<file path="src/rtl/hiw_pkg.sv">
// Package: widths, image size, register map and pipeline types of the warp address unit.
package hiw_pkg;
	localparam int SRC_WIDTH  = 1024;
	localparam int SRC_HEIGHT = 1024;
	localparam int COEF_W     = 48;
	localparam int COORD_W    = 16;
	localparam int PROD_W     = 64;
	localparam int SUM_W      = 68;
	localparam int DIV_W      = 84;
	localparam int QBITS      = 16;
	localparam int IDX_W      = 20;
	localparam int NREGS      = 8;
	localparam int PADDR_W    = 6;
	localparam int PDATA_W    = 64;

	typedef enum logic [2:0] {
		REG_SX_X  = 3'd0,
		REG_SX_Y  = 3'd1,
		REG_SX_C  = 3'd2,
		REG_SY_X  = 3'd3,
		REG_SY_Y  = 3'd4,
		REG_SY_C  = 3'd5,
		REG_DEN_X = 3'd6,
		REG_DEN_Y = 3'd7
	} reg_idx_t;

	typedef struct packed {
		logic [DIV_W-1:0] rx;
		logic [DIV_W-1:0] ry;
		logic [DIV_W-1:0] dsh;
		logic [QBITS-1:0] qx;
		logic [QBITS-1:0] qy;
		logic             ovfx;
		logic             ovfy;
		logic             negx;
		logic             negy;
		logic             zero;
	} div_t;
endpackage

</file>
<file path="src/rtl/hiw_div_step.sv">
// One restoring division stage: one quotient bit for both coordinates.
module hiw_div_step import hiw_pkg::*; (
	input  logic clk,
	input  logic arst_n,
	input  logic in_v,
	input  div_t in_d,
	output logic in_rdy,
	output logic out_v,
	output div_t out_d,
	input  logic out_rdy
);
	div_t nxt;
	logic [DIV_W-1:0] dn;

	assign in_rdy = !out_v || out_rdy;

	always_comb begin
		nxt = in_d;
		dn = in_d.dsh >> 1;
		nxt.dsh = dn;
		if (in_d.rx >= dn) begin
			nxt.rx = in_d.rx - dn;
			nxt.qx = {in_d.qx[QBITS-2:0], 1'b1};
		end else begin
			nxt.qx = {in_d.qx[QBITS-2:0], 1'b0};
		end
		if (in_d.ry >= dn) begin
			nxt.ry = in_d.ry - dn;
			nxt.qy = {in_d.qy[QBITS-2:0], 1'b1};
		end else begin
			nxt.qy = {in_d.qy[QBITS-2:0], 1'b0};
		end
	end

	always_ff @(posedge clk or negedge arst_n) begin
		if (!arst_n) begin
			out_v <= 1'b0;
		end else if (in_rdy) begin
			out_v <= in_v;
		end
	end

	always_ff @(posedge clk) begin
		if (in_rdy && in_v) begin
			out_d <= nxt;
		end
	end
endmodule

</file>
<file path="config.mk">
export PLATFORM = sky130hd
export DESIGN_NAME = hiw_div_step
export DESIGN_NICKNAME = d
export VERILOG_FILES = /design/src/rtl/hiw_pkg.sv /design/src/rtl/hiw_div_step.sv
export SDC_FILE = /design/constraint.sdc
export NUM_CORES = 1
export LEC_CHECK = 0
export ABC_AREA = 0
export ABC_CLOCK_PERIOD_IN_PS = 10500
export BUFFER_PORTS_ARGS = -buffer_cell sky130_fd_sc_hd__buf_4
export CORE_AREA = 2 2 269 271
export DETAILED_ROUTE_END_ITERATION = 8
export DIE_AREA = 0 0 271 273
export HOLD_SLACK_MARGIN = 0.12
export PLACE_DENSITY_LB_ADDON = 0.1
export SLEW_MARGIN = 20
export SYNTH_ARGS = -nofsm -noshare
export SYNTH_HDL_FRONTEND = slang
export SYNTH_SLANG_ARGS = --single-unit
</file>
<file path="constraint.sdc">
create_clock -name clk -period 10.5 [get_ports clk]
set_clock_uncertainty 0.1 [all_clocks]
set_input_delay 0.525 -clock clk [delete_from_list [all_inputs] [get_ports clk]]
set_output_delay 0.525 -clock clk [all_outputs]
set_load 0.01 [all_outputs]
</file>
==> reports/metrics.cfg <==
[run_status]
outcome=finished, final reports clean

[cts]
clkLatencyLatePin_ps=570
clockBufferDepth=3
post_cts_buffers=0
cts_tree=built
clk_pin_slew_worst_paths_ps=60
root_buffer=clkbuf_16
numCtsBuffers=39
clock_sinks=289
cts_max_level=2

[run]
drv_cap=0

[yosys]
synth_fp_nets=2789
syn_area_sq_mm=0.0212
synthFlopType=edfxtp_1
ys_ff_latch=289
syn_area_per_cell_sq_um=9.10
synth_warnings=0
synthesis.instances=2328
postSynth.asyncResetShare_pct=0.346
synth_seq_area_share_pct=41.0
synth_edf_count=288
yosys.cell_types.count=85

[power]
cellPowerDensity_mw_per_mm2=141
vdd_drop_max_uv=103
p_leak_uw=0.0124

[worst_setup_path]
cp_max_fo=70
end_kind=register
cpMostUsedCell=buf_4
crit_slowest_cell=o31ai_2
critPathRequiredTime_ps=10710
crit_path_cell_trace=dlygate4sd3_1, buf_4, ha_1, fa_1, nand2b_1, a21o_1, a21oi_1, o21ai_1, nand3b_1, a2111oi_4, o31ai_2, a21oi_4, inv_4, buf_4, mux2_1
worstSetupPathType=in -> reg
max_stage_delay_ps=750
startpoint_type=primary input
arrival_ps=5610

[timing]
maxSlewViolCount=0
finalCritPeriodShare_pct=51.4
worst_slew_pin_slew_ps=909
fin_tns_setup_ps=0
post-route-min-period_ps=5390
hold_violations=0
max_freq_ghz=0.185
rsz0062_at_grt=false
relSlewSlack_pct=39.4
setup_viol=0

[global_route]
overflow=0
antenna_found_initial=7
grt_max_degree=85
grt_use_total_pct=22.3
top_usage_layer=met2
met1_usage_pct=29.0
use_met2_pct=38.5
grt_pass1_vias=20111
met3_usage_pct=4.01
grt_pass1_wl_mm=126

[finish]
stdcell_count=3984
fin_nets=3466
area_growth_pct=37.9
drive_gt1_share_pct=22.8

[floorplan]
num_rows=98
core_sq_mm=0.0710
start_util_pct=29.8
io_pins=584
fp.dieH_um=273
die-area_sq_mm=0.0740
die_x_um=271

[route]
wirelength_mm=85.6
drc=0
first_pass_iters=8
drt_iter0_drc=1500
via_per_inst=5.10
routedWlPerCell_um=21.5
vias=20310
detail-route-antenna-nets=0

[place]
io_buffers=579
dp_hpwl_mm=68.7
dpl.cell_count=3751
gp_congestion=0.941

[hold_path]
holdCritPathClass=in -> reg

-- path summary, 6_finish.rpt --
kind | depth (start not counted) | slack, ps | end | start
worst max-delay path | 15 | 5110 | out_d[208] | in_d[38]
worst min-delay path | 3 | 160 | out_d[189] | in_d[189]
worst max register to register | 4 | 7230 | out_d[77] | out_v
worst min register to register | 2 | 510 | out_v | out_v
max in group asynchronous | 2 | 10020 | out_v | arst_n
min in group asynchronous | 2 | 190 | out_v | arst_n
-- cells by family (layout without fill, tap and decap cells) --
logic type      after synthesis  count (layout)  share of synthesized area (%)
flops                       289             289                           41.0
other cells                   1               4                         0.0177
buf+inv                     258             961                           4.90
compound gates              789             789                           22.7
simple gates                657             657                           14.4
fa+ha+maj                   168             168                           10.0
xor+xnor                    152             152                           6.29
mux                          14              14                          0.744
-- cell usage after synthesis, drive strengths merged, types with 18 or more instances --
cell	count	area, sq um
a21o	98	736
a21oi	302	1530
buf	40	219
clkbuf	77	289
edfxtp	288	8650
ha	166	2080
inv	140	526
nand2	246	923
nand2b	25	156
nand3	27	135
nand4	76	475
nor2	161	604
nor3	36	185
o21a	18	135
o21ai	212	1060
o21bai	43	323
xnor2	87	762
xor2	65	569
-- final cells by class --
type | instances | area [sq um]
Fill cell | 7148 | 41800
Antenna cell | 3 | 7.51
Clock inverter | 21 | 268
Timing Repair Buffer | 753 | 6060
Tap cell | 950 | 1190
Inverter | 141 | 532
Sequential cell | 289 | 8670
Clock buffer | 46 | 1000
Multi-Input combinational cell | 1781 | 11500
-- per-layer routing --
metal  wire length [um]  vias to the layer above  part of all wire (%)
li1                   -                     9899                     -
met1              37300                     9696                    44
met2              42000                      621                    49
met3               4800                       86                   5.6
met4               1380                        8                   1.6
met5                 62                        -                 0.072
-- per-stage QoR --
step / setup WS (ps) / hold slack, ps / cell area (sq um) / total power, uW / util [%]
floorplan: 2430 / 129 / 21200 / 2220 / -
global placement: 5020 / 214 / 26300 / 2710 / 37.1
detailed placement: 4990 / 214 / 26300 / 2710 / 37.1
CTS: 5070 / 120 / 29200 / 4160 / 41.1
global route: 4870 / 146 / 29200 / 4330 / 41.1
finish: 5110 / 157 / 29200 / 4110 / 41.2
-- placed cells by master (no fill, tap or decap), types with 9 or more instances in the layout --
| cell type | Yosys | final |
|---|---|---|
| xnor2_1 | 87 | 87 |
| nor2_1 | 161 | 161 |
| o21bai_1 | 43 | 43 |
| o21ai_1 | 12 | 12 |
| a211oi_1 | 12 | 12 |
| a21oi_1 | 298 | 298 |
| nand2_1 | 246 | 246 |
| a21o_1 | 98 | 98 |
| ha_1 | 166 | 166 |
| nor2b_1 | 15 | 15 |
| xor2_1 | 65 | 65 |
| edfxtp_1 | 288 | 288 |
| o21ai_0 | 199 | 199 |
| nand2b_1 | 25 | 25 |
| dlygate4sd3_1 | 0 | 163 |
| and3_1 | 17 | 16 |
| nor3_1 | 35 | 35 |
| o31ai_1 | 11 | 11 |
| nand4_1 | 76 | 76 |
| buf_4 | 2 | 590 |
| mux2_2 | 11 | 11 |
| and2_1 | 13 | 12 |
| nand3_1 | 27 | 27 |
| o21a_1 | 18 | 18 |
| clkbuf_16 | 0 | 39 |
| and4_1 | 9 | 9 |
| inv_1 | 139 | 139 |
| a31oi_1 | 16 | 16 |
-- flip-flops by register name (all words and copies together) (netlist names) --
register,cells
out_v,1
out_d,288
-- report_power, final --
group	total (uW)	internal, uW	switching (uW)
sequential	1450	1420	32.6
clock	1370	808	558
combinational	1290	549	743
-- worst max-delay path: cells and delay by family --
| family | cells | cell delay (ps) |
|---|---|---|
| buffers and inverters | 4 | 1850 |
| adder cells (fa/ha/maj) | 2 | 640 |
| multiplexers | 1 | 430 |
| AO/OA/AOI/OAI | 6 | 1680 |
| AND/OR/NAND/NOR | 2 | 440 |
-- what timing repair did --
action                    in CTS  in global routing
hold endpoints to repair     163                  0
hold buffers                 163                  0
gates resized for setup        0                  0
No activity file was read; power rests on OpenSTA's default activity.
